$ cat src/rtl/tcrr_pkg.sv
// tcrr_pkg: shared types and constants for the tilt compensated range rate block.
// No dependencies.
package tcrr_pkg;

   localparam int AxisW  = 16;
   localparam int RangeW = 24;
   localparam int BoundW = 23;
   localparam int RateW  = 16;
   localparam int TimeW  = 32;
   localparam int CsrIdxW = 3;
   localparam int CsrDataW = 23;

   localparam logic [CsrIdxW-1:0] CSR_AXIS_X = 3'd0;
   localparam logic [CsrIdxW-1:0] CSR_AXIS_Y = 3'd1;
   localparam logic [CsrIdxW-1:0] CSR_AXIS_Z = 3'd2;
   localparam logic [CsrIdxW-1:0] CSR_MIN    = 3'd3;
   localparam logic [CsrIdxW-1:0] CSR_MAX    = 3'd4;

   localparam int TiltLimit = 11583;
   localparam int RateLimit = 20000;
   localparam int UsPerS    = 1000000;

   // divider width: numerator magnitudes up to 2^48
   localparam int DivW = 50;

   // controller -> datapath
   typedef struct packed {
      logic load;       // capture input word
      logic [2:0] mstep; // numerator accumulation step
      logic mvalid;
      logic div_start;  // start divider
      logic div_sel;    // 0: range division, 1: rate division
      logic range_take; // latch range quotient
      logic finish;     // update state and output regs
   } cmd_type;

   // datapath -> controller
   typedef struct packed {
      logic div_done;
      logic tilt_ok;
      logic need_rate;
   } stat_type;

endpackage

$ cat src/rtl/tcrr_div.sv
// tcrr_div: radix-2 restoring unsigned divider, one quotient bit per cycle.
// Depends on tcrr_pkg.
module tcrr_div (
   input  logic clock,
   input  logic reset,
   input  logic start,
   input  logic [tcrr_pkg::DivW-1:0] dividend,
   input  logic [tcrr_pkg::DivW-1:0] divisor,
   output logic [tcrr_pkg::DivW-1:0] quotient,
   output logic done
);
   import tcrr_pkg::*;

   localparam int CntW = $clog2(DivW + 1);

   logic [DivW-1:0] q_ff, q_in;
   logic [DivW:0]   r_ff, r_in;
   logic [DivW-1:0] d_ff, d_in;
   logic [CntW-1:0] cnt_ff, cnt_in;
   logic busy_ff, busy_in, done_ff, done_in;
   logic [DivW:0] trial;

   always_comb begin
      q_in = q_ff;
      r_in = r_ff;
      d_in = d_ff;
      cnt_in = cnt_ff;
      busy_in = busy_ff;
      done_in = 1'b0;
      trial = {r_ff[DivW-1:0], q_ff[DivW-1]} - {1'b0, d_ff};
      if (start) begin
         q_in = dividend;
         r_in = '0;
         d_in = divisor;
         cnt_in = CntW'(DivW);
         busy_in = 1'b1;
      end else if (busy_ff) begin
         if (!trial[DivW]) begin
            r_in = trial;
            q_in = {q_ff[DivW-2:0], 1'b1};
         end else begin
            r_in = {r_ff[DivW-1:0], q_ff[DivW-1]};
            q_in = {q_ff[DivW-2:0], 1'b0};
         end
         cnt_in = cnt_ff - 1'b1;
         if (cnt_ff == CntW'(1)) begin
            busy_in = 1'b0;
            done_in = 1'b1;
         end
      end
   end

   always_ff @(posedge clock) begin
      q_ff <= q_in;
      r_ff <= r_in;
      d_ff <= d_in;
      cnt_ff <= cnt_in;
      if (reset) begin
         busy_ff <= 1'b0;
         done_ff <= 1'b0;
      end else begin
         busy_ff <= busy_in;
         done_ff <= done_in;
      end
   end

   assign quotient = q_ff;
   assign done = done_ff;
endmodule

$ cat src/rtl/tcrr_datapath.sv
// tcrr_datapath: tilt numerator, range and rate arithmetic, state registers.
// Depends on tcrr_pkg and tcrr_div.
module tcrr_datapath (
   input  logic clock,
   input  logic reset,
   input  tcrr_pkg::cmd_type cmd,
   output tcrr_pkg::stat_type stat,
   input  logic csr_write,
   input  logic [tcrr_pkg::CsrIdxW-1:0] csr_index,
   input  logic [tcrr_pkg::CsrDataW-1:0] csr_data,
   input  logic signed [15:0] req_quat_w,
   input  logic signed [15:0] req_quat_x,
   input  logic signed [15:0] req_quat_y,
   input  logic signed [15:0] req_quat_z,
   input  logic signed [23:0] req_down_pos_mm,
   input  logic [31:0] req_time_us,
   output logic signed [23:0] rsp_range_mm,
   output logic signed [15:0] rsp_rate_mm_s,
   output logic rsp_healthy
);
   import tcrr_pkg::*;

   logic signed [AxisW-1:0] ax_ff, ay_ff, az_ff;
   logic [BoundW-1:0] min_ff, max_ff;
   logic signed [15:0] w_ff, x_ff, y_ff, z_ff;
   logic signed [23:0] down_ff;
   logic [31:0] now_ff;
   logic signed [RangeW-1:0] last_range_ff, range_ff;
   logic signed [RateW-1:0] last_rate_ff;
   logic was_ok_ff;
   logic [TimeW-1:0] last_time_ff;

   // numerator accumulation: one product per step
   logic signed [32:0] t_ff, t_in;   // 16x16 products and differences
   logic signed [50:0] acc_ff, acc_in;
   logic signed [33:0] mul_a;
   logic signed [16:0] mul_b;
   logic signed [50:0] prod;

   always_comb begin
      mul_a = '0;
      mul_b = '0;
      case (cmd.mstep)
         3'd0: begin mul_a = 34'(x_ff); mul_b = 17'(ay_ff); end
         3'd1: begin mul_a = 34'(y_ff); mul_b = 17'(ax_ff); end
         3'd2: begin mul_a = 34'(t_ff); mul_b = 17'(w_ff); end
         3'd3: begin mul_a = 34'(x_ff); mul_b = 17'(z_ff); end
         3'd4: begin mul_a = 34'(t_ff); mul_b = 17'(ax_ff); end
         3'd5: begin mul_a = 34'(y_ff); mul_b = 17'(z_ff); end
         3'd6: begin mul_a = 34'(t_ff); mul_b = 17'(ay_ff); end
         default: begin mul_a = 34'(t_ff); mul_b = 17'(az_ff); end
      endcase
      prod = 51'(mul_a) * 51'(mul_b);
   end

   // step sequence: t=x*ay; t-=y*ax; acc=w*t; t=x*z; acc+=t*ax; t=y*z; acc+=t*ay;
   // then x*x+y*y handled in step 7 via t prepared below
   logic [1:0] sq_ff;
   logic signed [32:0] sq_acc_ff;
   always_comb begin
      t_in = t_ff;
      acc_in = acc_ff;
      if (cmd.mvalid) begin
         case (cmd.mstep)
            3'd0: t_in = 33'(prod);
            3'd1: t_in = t_ff - 33'(prod);
            3'd2: acc_in = prod;
            3'd3: t_in = 33'(prod);
            3'd4: acc_in = acc_ff + prod;
            3'd5: t_in = 33'(prod);
            3'd6: begin acc_in = acc_ff + prod; t_in = sq_acc_ff; end
            default: acc_in = acc_ff - prod;
         endcase
      end
   end

   // x*x + y*y computed alongside, in the S_SQ state and multiply step 0
   logic signed [32:0] sq_prod;
   assign sq_prod = 33'(sq_ff[0] ? 32'(y_ff) * 32'(y_ff) : 32'(x_ff) * 32'(x_ff));

   // ratio = floor((az*2^28 + 2*acc) / 2^28) = az + floor(acc / 2^27)
   logic signed [24:0] ratio;
   assign ratio = 25'(az_ff) + 25'(acc_ff >>> 27);
   logic tilt_ok;
   assign tilt_ok = ratio > 25'(TiltLimit);

   // range division operands
   logic signed [24:0] neg_down;
   logic [40:0] rnum_mag;
   logic rneg;
   assign neg_down = -25'(down_ff);
   assign rneg = neg_down[24];
   assign rnum_mag = 41'(rneg ? -neg_down : neg_down) << 14;

   logic signed [25:0] delta;
   logic [45:0] dnum_mag;
   logic dneg;
   logic [31:0] dt;
   assign delta = 26'(range_ff) - 26'(last_range_ff);
   assign dneg = delta[25];
   // |delta| < 2^25, times 1e6 < 2^45
   assign dnum_mag = 46'(dneg ? -delta : delta) * 46'(UsPerS);
   assign dt = now_ff - last_time_ff;

   logic [DivW-1:0] div_n, div_d, div_q;
   logic div_done;
   assign div_n = cmd.div_sel ? DivW'(dnum_mag) : DivW'(rnum_mag);
   assign div_d = cmd.div_sel ? DivW'(dt) : DivW'(ratio);

   tcrr_div u_div (
      .clock(clock), .reset(reset), .start(cmd.div_start),
      .dividend(div_n), .divisor(div_d), .quotient(div_q), .done(div_done)
   );

   logic signed [RangeW-1:0] range_sat;
   logic signed [DivW:0] rq;
   always_comb begin
      rq = rneg ? -$signed({1'b0, div_q}) : $signed({1'b0, div_q});
      if (rq > 51'sd8388607) range_sat = 24'sh7FFFFF;
      else if (rq < -51'sd8388608) range_sat = 24'sh800000;
      else range_sat = rq[RangeW-1:0];
   end

   logic range_ok;
   assign range_ok = (range_ff > $signed({1'b0, min_ff}))
                  && (range_ff < $signed({1'b0, max_ff}));

   logic need_rate;
   assign need_rate = range_ok && was_ok_ff && (dt != '0);

   logic signed [RateW:0] nr, fsum;
   always_comb begin
      if (div_q > DivW'(RateLimit)) nr = '0;
      else nr = dneg ? -17'(div_q[14:0]) : 17'(div_q[14:0]);
      fsum = 17'(last_rate_ff) + nr;
   end

   always_ff @(posedge clock) begin
      if (cmd.load) begin
         w_ff <= req_quat_w; x_ff <= req_quat_x;
         y_ff <= req_quat_y; z_ff <= req_quat_z;
         down_ff <= req_down_pos_mm; now_ff <= req_time_us;
         sq_ff <= 2'd0;
         sq_acc_ff <= '0;
      end else if (sq_ff != 2'd2) begin
         sq_acc_ff <= sq_acc_ff + sq_prod;
         sq_ff <= sq_ff + 2'd1;
      end
      t_ff <= t_in;
      acc_ff <= acc_in;
      if (cmd.range_take) range_ff <= range_sat;
      if (reset) begin
         ax_ff <= '0; ay_ff <= '0; az_ff <= 16'sd16384;
         min_ff <= 23'd200; max_ff <= 23'd8000;
         last_range_ff <= '0; last_rate_ff <= '0;
         was_ok_ff <= 1'b1; last_time_ff <= '0;
      end else begin
         if (csr_write) begin
            case (csr_index)
               CSR_AXIS_X: ax_ff <= csr_data[AxisW-1:0];
               CSR_AXIS_Y: ay_ff <= csr_data[AxisW-1:0];
               CSR_AXIS_Z: az_ff <= csr_data[AxisW-1:0];
               CSR_MIN:    min_ff <= csr_data[BoundW-1:0];
               CSR_MAX:    max_ff <= csr_data[BoundW-1:0];
               default: ;
            endcase
         end
         if (cmd.finish) begin
            if (!tilt_ok) begin
               last_range_ff <= $signed({1'b0, max_ff});
               last_rate_ff <= '0;
               was_ok_ff <= 1'b0;
            end else begin
               last_range_ff <= range_ff;
               if (range_ok) begin
                  last_rate_ff <= need_rate ? fsum[RateW:1] : '0;
                  last_time_ff <= now_ff;
                  was_ok_ff <= 1'b1;
               end else begin
                  last_rate_ff <= '0;
                  was_ok_ff <= 1'b0;
               end
            end
         end
      end
   end

   assign stat.div_done = div_done;
   assign stat.tilt_ok = tilt_ok;
   assign stat.need_rate = need_rate;
   assign rsp_range_mm = last_range_ff;
   assign rsp_rate_mm_s = last_rate_ff;
   assign rsp_healthy = was_ok_ff;
endmodule

$ cat src/rtl/tcrr_ctrl.sv
// tcrr_ctrl: sequencer for one word: numerator, range divide, rate divide, update.
// Depends on tcrr_pkg.
module tcrr_ctrl (
   input  logic clock,
   input  logic reset,
   input  logic req_valid,
   output logic req_stall,
   output logic rsp_valid,
   input  logic rsp_stall,
   output tcrr_pkg::cmd_type cmd,
   input  tcrr_pkg::stat_type stat
);
   import tcrr_pkg::*;

   typedef enum logic [2:0] {
      S_IDLE, S_SQ, S_MAC, S_RDIV, S_RWAIT, S_QDIV, S_QWAIT, S_DONE
   } state_type;

   state_type state_ff;
   logic [2:0] step_ff;
   logic out_ff;

   wire accept = req_valid && !req_stall;
   assign req_stall = (state_ff != S_IDLE) || (out_ff && rsp_stall);
   assign rsp_valid = out_ff;

   always_comb begin
      cmd = '0;
      cmd.load = accept;
      cmd.mstep = step_ff;
      cmd.mvalid = (state_ff == S_MAC);
      cmd.div_start = (state_ff == S_RDIV) || (state_ff == S_QDIV);
      cmd.div_sel = (state_ff == S_QDIV) || (state_ff == S_QWAIT) || (state_ff == S_DONE);
      cmd.range_take = (state_ff == S_RWAIT) && stat.div_done;
      cmd.finish = (state_ff == S_DONE);
   end

   always_ff @(posedge clock) begin
      if (reset) begin
         state_ff <= S_IDLE;
         step_ff <= '0;
         out_ff <= 1'b0;
      end else begin
         if (out_ff && !rsp_stall) out_ff <= 1'b0;
         case (state_ff)
            S_IDLE: if (accept) state_ff <= S_SQ;
            S_SQ: begin
               step_ff <= '0;
               state_ff <= S_MAC;
            end
            S_MAC: begin
               step_ff <= step_ff + 3'd1;
               if (step_ff == 3'd7) state_ff <= S_RDIV;
            end
            S_RDIV: state_ff <= stat.tilt_ok ? S_RWAIT : S_DONE;
            S_RWAIT: if (stat.div_done) state_ff <= S_QDIV;
            S_QDIV: state_ff <= stat.need_rate ? S_QWAIT : S_DONE;
            S_QWAIT: if (stat.div_done) state_ff <= S_DONE;
            S_DONE: begin
               out_ff <= 1'b1;
               state_ff <= S_IDLE;
            end
            default: state_ff <= S_IDLE;
         endcase
      end
   end
endmodule

$ cat src/rtl/tilt_compensated_range_rate.sv
// tilt_compensated_range_rate: top level, joins sequencer and datapath.
// Depends on tcrr_pkg, tcrr_ctrl, tcrr_datapath.
//
//   channel | direction | handshake          | payload
//   req     | in        | req_valid/req_stall | quat w,x,y,z, down_pos_mm, time_us
//   rsp     | out       | rsp_valid/rsp_stall | range_mm, rate_mm_s, healthy
//   csr     | in        | csr_write          | csr_index, csr_data
//
// A word is taken in the idle cycle; its result follows an S_SQ state for x*x,
// 8 multiply steps, then one 50-step serial divider, used for the range when
// the tilt is good and again for the rate when a rate is needed.
// The next word can be taken in the cycle its result appears, unless rsp_stall
// holds that result.
// Reset is synchronous; state, CSR and result registers return to their reset
// values; the working registers of the datapath and divider are not reset.
// The result register holds while rsp_stall is high; a new word is taken once
// the sequencer is idle and no held result is stalled.
module tilt_compensated_range_rate (
   input  logic clock,
   input  logic reset,
   input  logic req_valid,
   output logic req_stall,
   input  logic signed [15:0] req_quat_w,
   input  logic signed [15:0] req_quat_x,
   input  logic signed [15:0] req_quat_y,
   input  logic signed [15:0] req_quat_z,
   input  logic signed [23:0] req_down_pos_mm,
   input  logic [31:0] req_time_us,
   output logic rsp_valid,
   input  logic rsp_stall,
   output logic signed [23:0] rsp_range_mm,
   output logic signed [15:0] rsp_rate_mm_s,
   output logic rsp_healthy,
   input  logic csr_write,
   input  logic [tcrr_pkg::CsrIdxW-1:0] csr_index,
   input  logic [tcrr_pkg::CsrDataW-1:0] csr_data
);
   import tcrr_pkg::*;

   cmd_type  cmd;
   stat_type stat;

   tcrr_ctrl u_ctrl (
      .clock(clock), .reset(reset),
      .req_valid(req_valid), .req_stall(req_stall),
      .rsp_valid(rsp_valid), .rsp_stall(rsp_stall),
      .cmd(cmd), .stat(stat)
   );

   tcrr_datapath u_dp (
      .clock(clock), .reset(reset), .cmd(cmd), .stat(stat),
      .csr_write(csr_write), .csr_index(csr_index), .csr_data(csr_data),
      .req_quat_w(req_quat_w), .req_quat_x(req_quat_x),
      .req_quat_y(req_quat_y), .req_quat_z(req_quat_z),
      .req_down_pos_mm(req_down_pos_mm), .req_time_us(req_time_us),
      .rsp_range_mm(rsp_range_mm), .rsp_rate_mm_s(rsp_rate_mm_s),
      .rsp_healthy(rsp_healthy)
   );
endmodule
$ cat config.mk
export PLATFORM = sky130hd
export DESIGN_NAME = tilt_compensated_range_rate
export DESIGN_NICKNAME = d
export VERILOG_FILES = /design/src/rtl/tcrr_pkg.sv /design/src/rtl/tcrr_div.sv /design/src/rtl/tcrr_datapath.sv /design/src/rtl/tcrr_ctrl.sv /design/src/rtl/tilt_compensated_range_rate.sv
export SDC_FILE = /design/constraint.sdc
export NUM_CORES = 2
export LEC_CHECK = 0
export ABC_AREA = 1
export BUFFER_PORTS_ARGS = -buffer_cell sky130_fd_sc_hd__buf_4
export CORE_ASPECT_RATIO = 2
export CORE_MARGIN = 10
export CORE_UTILIZATION = 30
export DETAILED_ROUTE_END_ITERATION = 7
export PLACE_DENSITY_LB_ADDON = 0.1
export SLEW_MARGIN = 30
export SYNTH_ARGS = -nofsm -noshare
export SYNTH_HDL_FRONTEND = slang
export SYNTH_SLANG_ARGS = --single-unit
export TNS_END_PERCENT = 30
$ cat constraint.sdc
create_clock -name clock -period 15.29 [get_ports clock]
set_clock_uncertainty 0.15 [all_clocks]
set_input_delay 0 -clock clock [delete_from_list [all_inputs] [get_ports clock]]
set_output_delay 0 -clock clock [all_outputs]
set_load 0.02 [all_outputs]
==> impl_metrics.ini <==
[yosys]
seq_area_frac_synth = 0.161
ys_warn_count = 0
synth_compound_area_frac = 0.104
synth-main-ff-cell = edfxtp_1
muxShareOfSynthArea = 0.000564
ys_ff_latch = 578
synth_adder_area_share = 0.365
synth_top_area_frac = 0.257
synth_edf_count = 311
yosys.area_share.simple = 0.217
ys_async_sr_fraction = 0
yosys-top-cells-area = fa_1 26%, nand2_1 11%, ha_1 11%
synth_top_family_by_area = adder cells
yosysTopAreaCell = fa_1
synth_cell_types = 70
synth.cell_area_um2 = 90900
netlist_instances = 12200
synth_xor_area_frac = 0.0329
avgSynthCellArea_um2 = 7.43
yosysMostFrequentCell = nand2_1
yosys-top-cells-count = 2700 x nand2_1, 2484 x inv_1, 1240 x nor2_1

[route]
firstDrtPassIters = 6
viasPerCell = 4.89
drc = 0
vias = 81900
drtAntennaViolNets = 0
drt_iter0_drc = 3674
drt_wl_total_um = 383000
wire_per_inst_um = 22.9

[clock_network]
clockBufferDepth = 3
clkSinkCount = 578
cts_root_buffer = clkbuf_16
cts_tree = done
path_clk_slew_ns = 0.08
ctsResizeCount = 0
cts_setup_buffers = 0
cts-htree-levels = 3
cts_made_buffers = 74
cts-hold-fix-buffers = 303
clk_latency_ns = 0.77

[setup_path]
rr_endpoint = u_dp.acc_ff[44]
worst-setup-path-type = register to register
worstSetupEndpoint = u_dp.acc_ff[44]
reg2reg_setup_slack_ns = 2.13
path_max_fanout = 24
cp_slowest_cell = ha_1
cp_data_arrival_time_ns = 13.46
r2r_cells = 46
crit_required_ns = 15.59
setup.worst_path.start = u_ctrl.step_ff[1]
start_kind = register
slowest_delay_ns = 0.67
cp-end-kind = register
reg2reg_from = u_ctrl.step_ff[1]

[floorplan]
die_h_um = 799
core_um2 = 302000
rows = 285
start_util = 0.301
fp.dieW_um = 409
die_area_um2 = 327000
ios = 194

[grt]
antenna_found_initial = 2
met1_usage = 0.201
grt-ovfl-total = 0
busiest_layer = met2
grt_pass1_vias = 89300
grt_pass1_wl_um = 562000
track_usage = 0.230
use_met2 = 0.475
gr-usage-met3 = 0.0180
grt_max_degree = 79

[outcome]
status = complete, no violations

[cells_and_area]
fillCellCount = 32500
nets = 14800
multiInputGateArea_um2 = 65700
final-seq-area_um2 = 14700
drive_gt1_frac = 0.0524
syn2layout_area_growth_pct = 13.4

[sta]
rsz0062_at_grt = no
finalMaxSlewViolations = 0
clock.fmax_ghz = 0.0760
relSlewSlack = 0.290
fin_crit_sh = 0.861
setup_viol = 0
timing.final.crit_period_ns = 13.16
hold_violations = 0
fin_tns_setup_ns = 0
tightest_slew_ns = 1.07

[placement]
portBuffers = 193
hpwl_um = 322000
gp_congestion = 0.968

[flow_run]
drv_cap = 0

[worst_hold_path]
hold_class = input pin to register
==> kinds of logic after synthesis <==
family / count (synthesis)
AOI/OAI and AO/OA: 1706
and+or+nand+nor: 4803
other: 2
xor gates and xnor gates: 338
buffers and inverters: 2858
adders and majority gates: 1952
muxes: 5
DFF: 578
==> area by class of cell <==
| type | count | share of cell area |
|---|---|---|
| clock inverters | 43 | 0.00512 |
| diodes | 5 | 0.000121 |
| repair buffers | 623 | 0.0529 |
| flip-flops and latches | 578 | 0.142 |
| well taps | 4018 | 0.0488 |
| multi-input cells | 8841 | 0.637 |
| clock buffers | 95 | 0.0203 |
| inverters | 2553 | 0.0930 |
==> per-stage QoR <==
stage	worst slack (ns)	area [um^2]	hold slack, ns	cells	utilization
2_1_floorplan	5.64	91100	-0.0511	12300	-
3_3_place_gp	2.05	97400	0.0282	16300	0.323
3_5_place_dp	2.22	97400	0.0293	16300	0.323
4_1_cts	2.18	103000	0.000441	16800	0.342
5_1_grt	1.43	103000	0.0391	16800	0.342
6_report	2.13	103000	0.0395	16800	0.342
==> state kept, by name (all words and copies together) (netlist names), 23 cells and up <==
register             flops
u_dp.u_div.r_ff         50
u_dp.u_div.d_ff         33
u_dp.t_ff               33
u_dp.last_time_ff       32
u_dp.sq_acc_ff          33
u_dp.min_ff             23
u_dp.rsp_range_mm       24
u_dp.acc_ff             51
u_dp.range_ff           24
u_dp.max_ff             23
u_dp.down_ff            24
u_dp.now_ff             32
u_dp.u_div.quotient     50
==> cell usage in the layout (no fill, tap or decap), types with 40 or more instances in the layout <==
cell	n
o21ai_0	601
inv_2	47
o21bai_1	54
or2_2	60
nand4_1	114
buf_4	318
dlygate4sd3_1	303
o211ai_1	45
nor3_1	89
nand3_1	449
xor2_1	220
ha_1	787
a31oi_1	68
nor2_1	1233
a21oi_1	688
inv_1	2480
clkbuf_16	79
dfxtp_1	267
fa_1	1164
nand2_1	2699
edfxtp_1	311
a21o_1	43
xnor2_1	111
o21a_1	40
==> worst min path at each step <==
stage,startpoint,end,slack (ns),cells after the start
2_1_floorplan,req_down_pos_mm[0],u_dp.down_ff[0],-0.05,0
3_3_place_gp,req_time_us[19],u_dp.now_ff[19],0.03,1
3_5_place_dp,req_quat_x[15],u_dp.x_ff[15],0.03,1
4_1_cts,csr_data[19],u_dp.min_ff[19],0.0004,4
5_1_grt,csr_data[14],u_dp.min_ff[14],0.04,4
6_report,csr_data[19],u_dp.min_ff[19],0.04,4
==> routing by layer <==
metal,share of wire,vias to the layer above
met1,0.31,40200
li1,-,39000
met4,0.091,0
met5,0,-
met2,0.57,1863
met3,0.025,880
==> worst max-delay path: cells and delay by family, from the launching register on <==
| family | cells | cell delay [ns] |
|---|---|---|
| compound gates | 8 | 1.39 |
| xor+xnor | 1 | 0.23 |
| fa+ha+maj | 9 | 4.45 |
| buf+inv | 8 | 1.93 |
| flops | 1 | 0.37 |
| simple gates | 20 | 4.31 |
Power is left out: the tool's default activity adds up to more than one toggle a clock period on the data nets, which glitch-free logic cannot reach.
